--- config.mk ---
export PLATFORM = sky130hd
export DESIGN_NAME = polygon_area_perimeter_top
export DESIGN_NICKNAME = d
export VERILOG_FILES = /design/src/sv/pap_pkg.sv /design/src/sv/pap_front.sv /design/src/sv/pap_fifo.sv /design/src/sv/pap_sqrt.sv /design/src/sv/pap_back.sv /design/src/sv/polygon_area_perimeter_top.sv
export VERILOG_INCLUDE_DIRS = /design/src /design/src/sv
export SDC_FILE = /design/constraint.sdc
export NUM_CORES = 2
export LEC_CHECK = 0
export BUFFER_PORTS_ARGS = -buffer_cell sky130_fd_sc_hd__buf_2
export CORE_MARGIN = 5
export CORE_UTILIZATION = 50
export CTS_BUF_LIST = sky130_fd_sc_hd__clkbuf_4
export CTS_CLUSTER_DIAMETER = 100
export DETAILED_ROUTE_END_ITERATION = 6
export GPL_TIMING_DRIVEN = 0
export PLACE_DENSITY = 0.66
export SLEW_MARGIN = 0
export SYNTH_ARGS = -nofsm -noshare
export SYNTH_HDL_FRONTEND = slang
export SYNTH_SLANG_ARGS = --single-unit
--- constraint.sdc ---
create_clock -name clk -period 14.5 [get_ports clk]
set_input_delay 2.9 -clock clk [delete_from_list [all_inputs] [get_ports clk]]
set_output_delay 2.9 -clock clk [all_outputs]
set_load 0.02 [all_outputs]
--- src/sv/polygon_area_perimeter_top_macros.svh ---
// Assertion macros used by the back stage (pap_back), which checks its own logic.
`ifndef POLYGON_AREA_PERIMETER_TOP_MACROS_SVH
`define POLYGON_AREA_PERIMETER_TOP_MACROS_SVH

// Same-cycle implication, checked outside reset.
`define PAP_ASSERT_NOW(lbl, ante, cons, msg) \
  lbl: assert property (@(posedge clk) disable iff (!rst_n) (ante) |-> (cons)) \
    else $error(msg);

// Next-cycle implication, checked outside reset.
`define PAP_ASSERT_NEXT(lbl, ante, cons, msg) \
  lbl: assert property (@(posedge clk) disable iff (!rst_n) (ante) |=> (cons)) \
    else $error(msg);

`endif

--- src/sv/pap_pkg.sv ---
`timescale 1ns / 1ps
package pap_pkg;

  localparam int MAX_VERTICES = 64;
  localparam int COORD_W      = 16;
  localparam int CNT_W        = $clog2(MAX_VERTICES + 2);
  localparam int DIFF_W       = COORD_W + 1;
  localparam int MUL_W        = DIFF_W + 1;
  localparam int PROD_W       = 2 * MUL_W;
  localparam int CROSS_W      = 2 * DIFF_W + 1;
  localparam int MAG_W        = CROSS_W - 1;
  localparam int HALF_W       = MAG_W / 2;
  localparam int SUM_W        = 2 * MAG_W + 2;
  localparam int ROOT_W       = SUM_W / 2;
  localparam int REM_W        = ROOT_W + 3;
  localparam int NARROW_IT    = DIFF_W + 1;
  localparam int IT_W         = $clog2(ROOT_W + 1);
  localparam int AREA_W       = 48;
  localparam int PERIM_W      = 32;
  localparam int QDEPTH       = 2;
  localparam int QPTR_W       = $clog2(QDEPTH);
  localparam int QCNT_W       = $clog2(QDEPTH + 1);

  typedef logic signed [COORD_W-1:0] coord_t;
  typedef logic        [DIFF_W-1:0]  diff_t;

  typedef enum logic [1:0] {
    ST_OK    = 2'd0,
    ST_SHORT = 2'd1,
    ST_LONG  = 2'd2
  } status_t;

  // One queued job: which steps to run and the operands they need.
  typedef struct packed {
    logic             edge_en;
    logic             tri_en;
    logic             close_en;
    logic             last;
    status_t          status;
    logic [2:0][DIFF_W-1:0] ed;
    logic [2:0][DIFF_W-1:0] u;
    logic [2:0][DIFF_W-1:0] v;
    logic [2:0][DIFF_W-1:0] cd;
  } cmd_t;

  typedef enum logic [3:0] {
    BK_IDLE,
    BK_EDGE,
    BK_CROSS,
    BK_SQ,
    BK_CLOSE,
    BK_ROOT_GO,
    BK_ROOT_WAIT,
    BK_EMIT
  } bk_state_t;

  typedef enum logic [1:0] {
    RK_EDGE,
    RK_TRI,
    RK_CLOSE
  } rk_t;

  typedef enum logic [1:0] {
    SH_LO,
    SH_MID,
    SH_HI
  } shift_t;

  // Signed difference of two coordinates, one bit wider.
  function automatic diff_t coord_diff(coord_t a, coord_t b);
    return $signed({a[COORD_W-1], a}) - $signed({b[COORD_W-1], b});
  endfunction

  // Sign-extend a difference to a multiplier operand.
  function automatic logic signed [MUL_W-1:0] to_mul(diff_t d);
    return $signed({d[DIFF_W-1], d});
  endfunction

endpackage

--- src/sv/pap_front.sv ---
`timescale 1ns / 1ps
module pap_front
  import pap_pkg::*;
(
  input  logic         clk,
  input  logic         rst_n,
  input  logic         in_tvalid,
  output logic         in_tready,
  input  logic [47:0]  in_tdata,
  input  logic         in_tlast,
  input  logic         q_full,
  output logic         q_push,
  output cmd_t         q_cmd
);

  coord_t             first_r [3];
  coord_t             prev_r  [3];
  logic [CNT_W-1:0]   count_r;

  coord_t             cur [3];
  logic               accept;
  logic               in_range;
  logic [CNT_W-1:0]   count_after;

  assign cur[0] = in_tdata[COORD_W-1:0];
  assign cur[1] = in_tdata[2*COORD_W-1:COORD_W];
  assign cur[2] = in_tdata[3*COORD_W-1:2*COORD_W];

  assign in_tready   = !q_full;
  assign accept      = in_tvalid && in_tready;
  assign in_range    = count_r < CNT_W'(MAX_VERTICES);
  assign count_after = in_range ? count_r + 1'b1 : CNT_W'(MAX_VERTICES + 1);

  // Classify the vertex and build the job for the back end
  always_comb begin
    q_cmd.edge_en = in_range && (count_r >= CNT_W'(1));
    q_cmd.tri_en  = in_range && (count_r >= CNT_W'(2));
    q_cmd.last    = in_tlast;
    if (count_after > CNT_W'(MAX_VERTICES)) begin
      q_cmd.status = ST_LONG;
    end else if (count_after < CNT_W'(3)) begin
      q_cmd.status = ST_SHORT;
    end else begin
      q_cmd.status = ST_OK;
    end
    q_cmd.close_en = in_tlast && (q_cmd.status == ST_OK);
    for (int k = 0; k < 3; k++) begin
      q_cmd.ed[k] = coord_diff(cur[k], prev_r[k]);
      q_cmd.u[k]  = coord_diff(prev_r[k], first_r[k]);
      q_cmd.v[k]  = coord_diff(cur[k], first_r[k]);
      q_cmd.cd[k] = coord_diff(first_r[k], cur[k]);
    end
  end

  // Skip words that start nothing
  assign q_push = accept && (q_cmd.edge_en || q_cmd.tri_en || in_tlast);

  // Track first and previous vertex and the count
  always_ff @(posedge clk) begin
    if (!rst_n) begin
      count_r <= '0;
      for (int k = 0; k < 3; k++) begin
        first_r[k] <= '0;
        prev_r[k]  <= '0;
      end
    end else if (accept) begin
      if (in_tlast) begin
        count_r <= '0;
        for (int k = 0; k < 3; k++) begin
          first_r[k] <= '0;
          prev_r[k]  <= '0;
        end
      end else begin
        count_r <= count_after;
        if (in_range) begin
          for (int k = 0; k < 3; k++) begin
            prev_r[k] <= cur[k];
            if (count_r == '0) begin
              first_r[k] <= cur[k];
            end
          end
        end
      end
    end
  end

endmodule

--- src/sv/pap_fifo.sv ---
`timescale 1ns / 1ps
module pap_fifo
  import pap_pkg::*;
(
  input  logic clk,
  input  logic rst_n,
  input  logic push,
  input  cmd_t push_cmd,
  input  logic pop,
  output cmd_t head,
  output logic full,
  output logic empty
);

  cmd_t              mem_r [QDEPTH];
  logic [QPTR_W-1:0] wr_ptr_r;
  logic [QPTR_W-1:0] rd_ptr_r;
  logic [QCNT_W-1:0] cnt_r;

  assign full  = cnt_r == QCNT_W'(QDEPTH);
  assign empty = cnt_r == '0;
  assign head  = mem_r[rd_ptr_r];

  // Store incoming jobs
  always_ff @(posedge clk) begin
    if (push) begin
      mem_r[wr_ptr_r] <= push_cmd;
    end
  end

  // Advance pointers and fill level
  always_ff @(posedge clk) begin
    if (!rst_n) begin
      wr_ptr_r <= '0;
      rd_ptr_r <= '0;
      cnt_r    <= '0;
    end else begin
      if (push) begin
        wr_ptr_r <= (wr_ptr_r == QPTR_W'(QDEPTH - 1)) ? '0 : wr_ptr_r + 1'b1;
      end
      if (pop) begin
        rd_ptr_r <= (rd_ptr_r == QPTR_W'(QDEPTH - 1)) ? '0 : rd_ptr_r + 1'b1;
      end
      cnt_r <= cnt_r + QCNT_W'(push) - QCNT_W'(pop);
    end
  end

endmodule

--- src/sv/pap_sqrt.sv ---
`timescale 1ns / 1ps
module pap_sqrt
  import pap_pkg::*;
(
  input  logic              clk,
  input  logic              rst_n,
  input  logic              start,
  input  logic              narrow,
  input  logic [SUM_W-1:0]  radicand,
  output logic              done,
  output logic [ROOT_W-1:0] root
);

  logic [SUM_W-1:0]  rad_r;
  logic [REM_W-1:0]  rem_r;
  logic [ROOT_W-1:0] root_r;
  logic [IT_W-1:0]   it_r;
  logic              busy_r;
  logic              done_r;

  logic [REM_W-1:0]  rem_sh;
  logic [REM_W-1:0]  trial;
  logic              take;

  // One result bit per cycle: bring down two radicand bits, try root*4+1
  assign rem_sh = {rem_r[REM_W-3:0], rad_r[SUM_W-1:SUM_W-2]};
  assign trial  = REM_W'({root_r, 2'b01});
  assign take   = rem_sh >= trial;

  assign done = done_r;
  assign root = root_r;

  always_ff @(posedge clk) begin
    if (!rst_n) begin
      busy_r <= 1'b0;
      done_r <= 1'b0;
      it_r   <= '0;
    end else begin
      done_r <= 1'b0;
      if (start) begin
        busy_r <= 1'b1;
        it_r   <= narrow ? IT_W'(NARROW_IT) : IT_W'(ROOT_W);
      end else if (busy_r) begin
        it_r <= it_r - 1'b1;
        if (it_r == IT_W'(1)) begin
          busy_r <= 1'b0;
          done_r <= 1'b1;
        end
      end
    end
  end

  // Datapath: align narrow radicands to the top, then iterate
  always_ff @(posedge clk) begin
    if (start) begin
      rad_r  <= narrow ? radicand << (SUM_W - 2 * NARROW_IT) : radicand;
      rem_r  <= '0;
      root_r <= '0;
    end else if (busy_r) begin
      rad_r  <= rad_r << 2;
      rem_r  <= take ? rem_sh - trial : rem_sh;
      root_r <= {root_r[ROOT_W-2:0], take};
    end
  end

endmodule

--- src/sv/pap_back.sv ---
`timescale 1ns / 1ps
`include "polygon_area_perimeter_top_macros.svh"
module pap_back
  import pap_pkg::*;
(
  input  logic               clk,
  input  logic               rst_n,
  input  cmd_t               head,
  input  logic               q_empty,
  output logic               q_pop,
  output logic               out_tvalid,
  input  logic               out_tready,
  output logic [AREA_W-1:0]  out_area,
  output logic [PERIM_W-1:0] out_perim,
  output status_t            out_status
);

  bk_state_t state_r, state_nxt;
  logic [1:0] cnt_r, cnt_nxt;
  logic [1:0] jc_r, jc_nxt;
  rk_t        rk_r, rk_nxt;
  cmd_t       cmd_r;

  logic signed [MUL_W-1:0] mul_a, mul_b;
  logic        mul_go, mul_to_cross, mul_neg;
  shift_t      mul_sh;

  logic signed [PROD_W-1:0]  prod_r;
  logic        prod_vld_r, prod_cross_r, prod_neg_r;
  shift_t      prod_sh_r;

  logic signed [CROSS_W-1:0] acc_c_r;
  logic [SUM_W-1:0]          ssum_r;
  logic [AREA_W-1:0]         area_r;
  logic [PERIM_W-1:0]        perim_r;

  logic                      out_valid_r;
  logic [AREA_W-1:0]         out_area_r;
  logic [PERIM_W-1:0]        out_perim_r;
  status_t                   out_status_r;

  logic                      sq_start, sq_done;
  logic [ROOT_W-1:0]         sq_root;
  logic                      emit_go;

  logic [MAG_W-1:0]          mag;
  logic [1:0]                i1, i2;
  bk_state_t                 after_edge, after_tri, after_close, first_phase;
  logic signed [CROSS_W-1:0] cross_term;
  logic [SUM_W-1:0]          sum_term;
  logic [AREA_W:0]           area_add;
  logic [ROOT_W:0]           perim_add;

  pap_sqrt u_sqrt (
    .clk      (clk),
    .rst_n    (rst_n),
    .start    (sq_start),
    .narrow   (rk_r != RK_TRI),
    .radicand (ssum_r),
    .done     (sq_done),
    .root     (sq_root)
  );

  // Magnitude of the finished cross component, and its operand pair
  assign mag = MAG_W'(acc_c_r[CROSS_W-1] ? -acc_c_r : acc_c_r);

  always_comb begin
    unique case (jc_r)
      2'd0:    begin i1 = 2'd1; i2 = 2'd2; end
      2'd1:    begin i1 = 2'd2; i2 = 2'd0; end
      default: begin i1 = 2'd0; i2 = 2'd1; end
    endcase
  end

  // Phase order within one job
  assign after_close = cmd_r.last ? BK_EMIT : BK_IDLE;
  assign after_tri   = cmd_r.close_en ? BK_CLOSE : after_close;
  assign after_edge  = cmd_r.tri_en ? BK_CROSS : after_tri;

  always_comb begin
    priority if (head.edge_en) first_phase = BK_EDGE;
    else if (head.tri_en)      first_phase = BK_CROSS;
    else if (head.close_en)    first_phase = BK_CLOSE;
    else if (head.last)        first_phase = BK_EMIT;
    else                       first_phase = BK_IDLE;
  end

  // Sequencer: feed the shared multiplier and the root unit
  always_comb begin
    state_nxt    = state_r;
    jc_nxt       = jc_r;
    rk_nxt       = rk_r;
    q_pop        = 1'b0;
    sq_start     = 1'b0;
    emit_go      = 1'b0;
    mul_go       = 1'b0;
    mul_a        = '0;
    mul_b        = '0;
    mul_to_cross = 1'b0;
    mul_neg      = 1'b0;
    mul_sh       = SH_LO;
    unique case (state_r)
      BK_IDLE: begin
        if (!q_empty) begin
          q_pop     = 1'b1;
          jc_nxt    = '0;
          state_nxt = first_phase;
        end
      end
      BK_EDGE, BK_CLOSE: begin
        if (cnt_r < 2'd3) begin
          mul_go = 1'b1;
          mul_a  = to_mul((state_r == BK_EDGE) ? cmd_r.ed[cnt_r] : cmd_r.cd[cnt_r]);
          mul_b  = mul_a;
        end else begin
          rk_nxt    = (state_r == BK_EDGE) ? RK_EDGE : RK_CLOSE;
          state_nxt = BK_ROOT_GO;
        end
      end
      BK_CROSS: begin
        if (cnt_r < 2'd2) begin
          mul_go       = 1'b1;
          mul_to_cross = 1'b1;
          mul_neg      = cnt_r[0];
          mul_a        = to_mul(cnt_r[0] ? cmd_r.u[i2] : cmd_r.u[i1]);
          mul_b        = to_mul(cnt_r[0] ? cmd_r.v[i1] : cmd_r.v[i2]);
        end else begin
          state_nxt = BK_SQ;
        end
      end
      BK_SQ: begin
        if (cnt_r < 2'd3) begin
          mul_go = 1'b1;
          unique case (cnt_r)
            2'd0: begin
              mul_a = $signed({1'b0, mag[HALF_W-1:0]});
              mul_b = mul_a;
            end
            2'd1: begin
              mul_a  = $signed({1'b0, mag[MAG_W-1:HALF_W]});
              mul_b  = $signed({1'b0, mag[HALF_W-1:0]});
              mul_sh = SH_MID;
            end
            default: begin
              mul_a  = $signed({1'b0, mag[MAG_W-1:HALF_W]});
              mul_b  = mul_a;
              mul_sh = SH_HI;
            end
          endcase
        end else if (jc_r == 2'd2) begin
          rk_nxt    = RK_TRI;
          state_nxt = BK_ROOT_GO;
        end else begin
          jc_nxt    = jc_r + 1'b1;
          state_nxt = BK_CROSS;
        end
      end
      BK_ROOT_GO: begin
        sq_start  = 1'b1;
        state_nxt = BK_ROOT_WAIT;
      end
      BK_ROOT_WAIT: begin
        if (sq_done) begin
          unique case (rk_r)
            RK_EDGE: state_nxt = after_edge;
            RK_TRI:  state_nxt = after_tri;
            default: state_nxt = after_close;
          endcase
        end
      end
      BK_EMIT: begin
        if (!out_valid_r || out_tready) begin
          emit_go   = 1'b1;
          state_nxt = BK_IDLE;
        end
      end
      default: state_nxt = BK_IDLE;
    endcase
    cnt_nxt = (state_nxt != state_r) ? 2'd0 : cnt_r + 1'b1;
  end

  // Accumulate terms from the product register
  assign cross_term = prod_neg_r ? -$signed(prod_r[CROSS_W-1:0])
                                 : $signed(prod_r[CROSS_W-1:0]);
  always_comb begin
    unique case (prod_sh_r)
      SH_MID:  sum_term = SUM_W'(prod_r[PROD_W-2:0]) << (HALF_W + 1);
      SH_HI:   sum_term = SUM_W'(prod_r[PROD_W-2:0]) << (2 * HALF_W);
      default: sum_term = SUM_W'(prod_r[PROD_W-2:0]);
    endcase
  end

  assign area_add  = {1'b0, area_r} + (AREA_W + 1)'(sq_root >> 1);
  assign perim_add = (ROOT_W + 1)'(perim_r) + (ROOT_W + 1)'(sq_root);

  // Control registers
  always_ff @(posedge clk) begin
    if (!rst_n) begin
      state_r     <= BK_IDLE;
      cnt_r       <= '0;
      jc_r        <= '0;
      rk_r        <= RK_EDGE;
      prod_vld_r  <= 1'b0;
      out_valid_r <= 1'b0;
      area_r      <= '0;
      perim_r     <= '0;
    end else begin
      state_r    <= state_nxt;
      cnt_r      <= cnt_nxt;
      jc_r       <= jc_nxt;
      rk_r       <= rk_nxt;
      prod_vld_r <= mul_go;
      if (emit_go) begin
        out_valid_r <= 1'b1;
      end else if (out_tready) begin
        out_valid_r <= 1'b0;
      end
      // Add roots into the sums, saturating; clear after a result
      if (emit_go) begin
        area_r  <= '0;
        perim_r <= '0;
      end else if (sq_done) begin
        if (rk_r == RK_TRI) begin
          area_r <= area_add[AREA_W] ? '1 : area_add[AREA_W-1:0];
        end else begin
          perim_r <= (perim_add > (ROOT_W + 1)'({PERIM_W{1'b1}}))
                     ? '1 : perim_add[PERIM_W-1:0];
        end
      end
    end
  end

  // Datapath registers
  always_ff @(posedge clk) begin
    if (q_pop) begin
      cmd_r <= head;
    end
    prod_r       <= mul_a * mul_b;
    prod_cross_r <= mul_to_cross;
    prod_neg_r   <= mul_neg;
    prod_sh_r    <= mul_sh;
    if (state_nxt == BK_CROSS && state_r != BK_CROSS) begin
      acc_c_r <= '0;
    end else if (prod_vld_r && prod_cross_r) begin
      acc_c_r <= acc_c_r + cross_term;
    end
    // Start the square sum from zero after reset and after each root launch
    if (!rst_n || sq_start) begin
      ssum_r <= '0;
    end else if (prod_vld_r && !prod_cross_r) begin
      ssum_r <= ssum_r + sum_term;
    end
    if (emit_go) begin
      out_status_r <= cmd_r.status;
      unique case (cmd_r.status)
        ST_LONG: begin
          out_area_r  <= '1;
          out_perim_r <= '1;
        end
        ST_SHORT: begin
          out_area_r  <= '0;
          out_perim_r <= '0;
        end
        default: begin
          out_area_r  <= area_r;
          out_perim_r <= perim_r;
        end
      endcase
    end
  end

  assign out_tvalid = out_valid_r;
  assign out_area   = out_area_r;
  assign out_perim  = out_perim_r;
  assign out_status = out_status_r;

  `PAP_ASSERT_NOW(a_done_in_wait, sq_done, state_r == BK_ROOT_WAIT, "root done outside wait")
  `PAP_ASSERT_NOW(a_pop_in_idle, q_pop, state_r == BK_IDLE && !q_empty, "pop outside idle")
  `PAP_ASSERT_NEXT(a_emit_loads, emit_go, out_valid_r, "result not loaded")

endmodule

--- src/sv/polygon_area_perimeter_top.sv ---
`timescale 1ns / 1ps
// Polygon area and perimeter of a planar convex polygon in 3D.
// Input stream: one vertex per word, in boundary order; tdata carries x, y, z
// (signed Q8.8) and tlast marks the final vertex of the polygon.
// Output stream: one word per polygon on its final vertex; tdata carries the
// area (16 fraction bits) and the perimeter (8 fraction bits), tuser the status
// (ok, fewer than three vertices, too many vertices).
// A front stage classifies each vertex and queues a job (two deep); a back
// stage works the job on one shared 18x18 multiplier and a root unit that
// makes one result bit per cycle.
// Work per vertex: the second vertex needs the root of its edge, and each
// vertex from the third on needs an 18-bit edge root plus a 35-bit area
// root; the final vertex adds the root for the closing edge.
// The polygon's result is then loaded into the output register.
// Reset clears the stored vertices, count, sums, queue and output valid flag.
// When the receiver stalls, the result holds in its output register, the back
// stage waits on its next result, and in_tready falls once the queue fills.
module polygon_area_perimeter_top
  import pap_pkg::*;
(
  input  logic        clk,
  input  logic        rst_n,
  input  logic        in_tvalid,
  output logic        in_tready,
  input  logic [47:0] in_tdata,   // vertex_x[15:0], vertex_y[31:16], vertex_z[47:32]
  input  logic        in_tlast,
  output logic        out_tvalid,
  input  logic        out_tready,
  output logic [79:0] out_tdata,  // area[47:0], perimeter[79:48]
  output logic [1:0]  out_tuser   // status[1:0]
);

  logic    q_full, q_empty, q_push, q_pop;
  cmd_t    q_cmd, q_head;
  logic [AREA_W-1:0]  area;
  logic [PERIM_W-1:0] perimeter;
  status_t status;

  pap_front u_front (
    .clk       (clk),
    .rst_n     (rst_n),
    .in_tvalid (in_tvalid),
    .in_tready (in_tready),
    .in_tdata  (in_tdata),
    .in_tlast  (in_tlast),
    .q_full    (q_full),
    .q_push    (q_push),
    .q_cmd     (q_cmd)
  );

  pap_fifo u_fifo (
    .clk      (clk),
    .rst_n    (rst_n),
    .push     (q_push),
    .push_cmd (q_cmd),
    .pop      (q_pop),
    .head     (q_head),
    .full     (q_full),
    .empty    (q_empty)
  );

  pap_back u_back (
    .clk        (clk),
    .rst_n      (rst_n),
    .head       (q_head),
    .q_empty    (q_empty),
    .q_pop      (q_pop),
    .out_tvalid (out_tvalid),
    .out_tready (out_tready),
    .out_area   (area),
    .out_perim  (perimeter),
    .out_status (status)
  );

  assign out_tdata = {perimeter, area};
  assign out_tuser = status;

endmodule
# Word level (Yosys, flattened, before mapping)
# Memory sizes are Yosys's and may differ from the RTL's. A register that Yosys moved wholly into a read port is not among the register bits.
# Cells that the tools add are included.
# op_classes
add_sub_neg,27
multipliers,1
magnitude_cmp,12
n_eq_ne,26
n_mux,118
n_bitwise,15
n_reduce_logical,39
# ops
op,count
$mux W70,3
$bmux W17 S2,6
$sub A16 B16 Y17,12
$mux W16,12
$mux W17,11
$pmux W69 S2,1
$pmux W18 S3,2
$pmux W48 S2,1
$mux W18,5
$add A70 B69 Y70,1
$pmux W32 S2,1
$add A48 B34 Y49,1
$mux W48,1
$mux W4,11
$ge A38 B37 Y1,1
$add A32 B35 Y36,1
$gt A36 B32 Y1 const B,1
$mux W1,36
$mux W36,1
$sub A36 B36 Y36,1
$add A35 B35 Y35,1
$mul A18 B18 Y35,1
$mux W35,1
$neg A35 Y35,1
47 further kinds,125
# totals
register_bits,687
mem_bits_rw,516
out_inout_bits,84
wordCells,284
memories,3
# memory_table
name,words,word_bits,read_ports,rd_ports_with_merged_regs,write_ports,line_no,rtl
u_fifo.mem_r,2,210,1,1,1,pap_fifo.sv:15,cmd_t mem_r [QDEPTH];
u_front.first_r,3,16,3,0,3,pap_front.sv:16,coord_t first_r [3];
u_front.prev_r,3,16,3,0,3,pap_front.sv:17,coord_t prev_r [3];

# Depth between registers and ports, before layout
# depth
word_depth,8
depth_mapped,38
mapped_depth_nobuf,37

# Modules after synthesis
# Synthesis repeated with hierarchy kept, for this count alone.
# unflattened
cells_unflattened,8151
hier_area_um2,81259.2
# by_module_without_submodules
module,instances,cells_per_inst,area_each_um2,seq_area_each_um2
pap_back,1,4841,43590.6,13462.9
pap_fifo,1,674,15454.8,12712.2
pap_front,1,1706,13676.9,3022.9
pap_sqrt,1,930,8536.9,3683.5

# Worst setup path before layout
# OpenSTA, ideal clock, no wires.
# synth_path
path_kind,input -> register
startpoint,in in_tlast
endpoint,reg u_fifo.wr_ptr_r
setup_time_ns,0.098
arrival_ns,12.494
setup_slack_ns,1.907
stages,3
n_path_buf,0
path_cell_list,o311ai_0 > nor2_1 > o21a_1
# synth_between
elab_chain_cells,2
# synth_rtl
element,line_no,rtl
"start, declared",polygon_area_perimeter_top.sv:26,"input logic in_tlast,"
$logic_or A1 B1 Y1,pap_front.sv:56,assign q_push = accept && (q_cmd.edge_en || q_cmd.tri_en || in_tlast);
$logic_and A1 B1 Y1,pap_front.sv:56,
"end signal, assigned",pap_fifo.sv:39,wr_ptr_r <= (wr_ptr_r == QPTR_W'(QDEPTH - 1)) ? '0 : wr_ptr_r + 1'b1;
"end, declared",pap_fifo.sv:16,logic [QPTR_W-1:0] wr_ptr_r;
# Every way passes these cells.
# A chain may end at the register's enable or synchronous reset.

# Worst setup path in the final report
# layout_path
startpoint,reg u_back.cnt_r[1]
endpoint,reg u_back.prod_r[26]
# layout_between
elab_chain_cells,6
# layout_rtl
element,line_no,rtl
"start, declared",pap_back.sv:19,"logic [1:0] cnt_r, cnt_nxt;"
"start signal, assigned",pap_back.sv:209,cnt_r <= cnt_nxt;
$bmux W17 S2 (tied with other cells),pap_back.sv:113,mul_a = to_mul((state_r == BK_EDGE) ? cmd_r.ed[cnt_r] : cmd_r.cd[cnt_r]);
$mux W17 (not written as such) or $reduce_or A2 Y1 (tied branches),--,
$mux W17 (on tied branches),"pap_back.sv:113, pap_back.sv:134",
$mux W18 (on tied branches),"pap_back.sv:111, pap_back.sv:132",
$pmux W18 S3,pap_back.sv:102,unique case (state_r)
$mul A18 B18 Y35 *,pap_back.sv:238,prod_r <= mul_a * mul_b;
"end signal, assigned",pap_back.sv:238,
"end, declared",pap_back.sv:28,logic signed [PROD_W-1:0] prod_r;
# Mark *: on every way between the ends. The rest lies on a longest branch, timed or not. The select of a mux whose other input is x is not followed.

==> metrics.yaml <==
die_h_um: 408
postCtsHoldBufs: 0
synth_cell_types: 95
std_cell_rows: 145
place_congestion: 0.986
relSlewSlack: 0.0446
ctsResizeCount: 0
critPathSlowestCell: "a221oi_1"
routedWlPerCell_um: 22.1
startpoint_type: "flop"
cts_htree_levels: 5
period_share: 0.850
peakVddDrop_uv: 94.7
mostFrequentLayoutCell: "nand2_1"
syn_avg_cell_area_sq_um: 9.90
layout.cells.most_common_list: "959 x nand2_1, 868 x edfxtp_1, 753 x inv_1"
synth_top_family_by_area: "adder cells"
pin_count: 137
yosysTopAreaCell: "edfxtp_1"
synth-edff-count: 868
ant_nets: 0
nNetsFinal: 9395
synth_top_area_share: 0.330
synthesis.area_sq_um: 79000
cts_tree: "yes"
worst-path-buf-inv: 11
path_delay_family: "adder cells"
drtIter0Drc: 5380
clockBufferDepth: 4
path_clk_slew_ns: 0.07
synth_compound_area_frac: 0.141
start_util: 0.504
grt_usage: 0.280
skew_ns: 0.111
critical_path_class: "flop to flop"
p_leak_nw: 35.8
path_common_cell: "fa_1"
port_buffers: 136
grt_pass1_vias: 61800
rsz0062_at_grt: "no"
status: "complete, no violations"
clock-root-buffer: "clkbuf_4"
p_per_area_nw_per_um2: 123
die-area_sq_um: 166000
worstPathRequired_ns: 15.63
min_period_ns: 12.32
route.vias.total: 61700
drt-total-wl_um: 238000
synthArstFlopShare: 0
grt_pass1_wl_um: 363000
synth-seq-area-share: 0.413
hold_viol_final: 0
areaGrowthSynthToFinish_pct: 10.2
core_sq_um: 157000
yosysWarnings: 0
cp_data_arrival_time_ns: 13.45
syn-instance-count: 7984
finalSetupViolations: 0
ys_ff_latch: 1195
drv_slew: 0
synth_mux_area_frac: 0.0527
worst_pin_slew_ns: 1.43
yosys.area_share.simple: 0.128
antenna_found_initial: 6
synthTopCellsByArea: "edfxtp_1 33%, fa_1 8.6%, dfxtp_1 8.3%, ha_1 8.1%, nand2_1 4.6%"
setup_tns_ns: 0
utilization: 0.556
clk_latency_ns: 1.29
hold_class: "flop to flop"
grt_max_degree: 71
vias_per_cell: 5.72
cts_buffers: 336
cpPeakStageDelay_ns: 1.15
fmax_ghz: 0.0812
dr.pass1.iters: 5
end_kind: "flop"
drive_above_1_share: 0.113
worstPathMaxFanout: 10
synth_xor_area_frac: 0.0457
synth-main-ff-cell: "edfxtp_1"
syn_nets: 8886
synth_adder_area_share: 0.167
dp_hpwl_um: 187000
clkSinkCount: 1195
post_cts_buffers: 0
maxCapViolCount: 0
remaining_drc_errors: 0
overflow: 0
chipWidth_um: 408
## final timing paths
path | to | slack (ns) | start | depth (start not counted)
max | u_back.prod_r[26]$_DFF_P_ | 2.18 | u_back.cnt_r[1]$_SDFF_PP0_ | 33
min | u_back.cmd_r[198]$_DFFE_PP_ | 0.49 | u_fifo.mem_r[0][198]$_DFFE_PP_ | 1
max reg2reg | u_back.prod_r[26]$_DFF_P_ | 2.18 | u_back.cnt_r[1]$_SDFF_PP0_ | 33
min reg2reg | u_back.cmd_r[198]$_DFFE_PP_ | 0.49 | u_fifo.mem_r[0][198]$_DFFE_PP_ | 1
## power breakdown
| group | internal (mW) | switching, mW | total [mW] | leakage (nW) |
|---|---|---|---|---|
| combinational | 1.10 | 1.89 | 2.99 | 22.5 |
| sequential | 4.38 | 0.350 | 4.73 | 10.8 |
| clock | 1.59 | 1.42 | 3.01 | 2.44 |
## through the flow
stage                     power (mW)  instances  worst slack (ns)  cell area (sq um)  hold WS, ns
after detailed placement        7.73      10200              2.31              83000        0.482
after global placement          7.80      10200             -4.40              82300        0.480
after CTS                       10.8      10800              2.22              87100        0.458
final                           10.7      10800              2.18              87100        0.485
after global routing            11.3      10800              1.61              87100        0.475
after floorplan                 6.72       7984              1.91              79000        0.426
## synthesized netlist by cell type (all sizes together) (11+ instances only)
cell and n:
nand2 960, edfxtp 868, inv 753, nor2 565
a21oi 556, o21ai 538, ha 510, fa 339
clkbuf 327, dfxtp 327, xnor2 248, mux2 224
a21o 185, xor2 164, mux2i 126, nor2b 117
nand2b 100, and2 96, nor3 92, nand3 74
nor4 65, a211oi 64, o21a 60, a31oi 41
o21bai 41, a21boi 40, or3 39, a22oi 38
and3 37, buf 37, o31ai 28, nand4 26
a221oi 22, o211ai 19, o41ai 18, a311o 17
mux4 17, o221ai 16, a311oi 15, or4 15
a2111oi 13, o31a 12, nand3b 11
## sequential cells by signal (all words and copies together), names as in the netlist, 4 cells and up, named ones only
| signal | count |
|---|---|
| u_back.u_sqrt.rad_r | 70 |
| u_back.prod_r | 35 |
| u_front.count_r | 7 |
| u_front.prev_r | 48 |
| u_back.u_sqrt.root | 35 |
| u_back.state_r | 4 |
| u_front.first_r | 48 |
| u_back.u_sqrt.rem_r | 36 |
| u_back.perim_r | 32 |
| u_fifo.mem_r | 414 |
| u_back.u_sqrt.it_r | 6 |
| u_back.out_area | 48 |
| u_back.out_perim | 32 |
| u_back.ssum_r | 70 |
| u_back.cmd_r | 206 |
| u_back.area_r | 48 |
| u_back.acc_c_r | 35 |
## per-layer routing
layer,vias up,global-route usage,part of all wire
met5,-,0,0
met4,0,0.133,0.049
met3,531,0.0412,0.060
met2,2164,0.468,0.47
met1,30000,0.361,0.42
li1,29000,-,-
## layout make-up
class                      instances  area (sq um)
multi-input combinational       5671         42300
buffer                           364          1390
antenna                            9          22.5
fill                           14000         69700
clock inverter                    77           417
timing repair buffer             171          1330
tap                             2058          2570
sequential                      1195         32600
clock buffer                     484          3630
inverter                         754          2830
## cells by family (layout without fill, tap and decap cells)
group | after synthesis | after routing
compound gates | 1808 | 1808
xor+xnor | 412 | 412
fa+ha+maj | 849 | 849
buf+inv | 1118 | 1850
flops | 1195 | 1195
mux | 367 | 367
other cells | 1 | 10
simple gates | 2234 | 2234
Power figures use the tool's default switching activity.
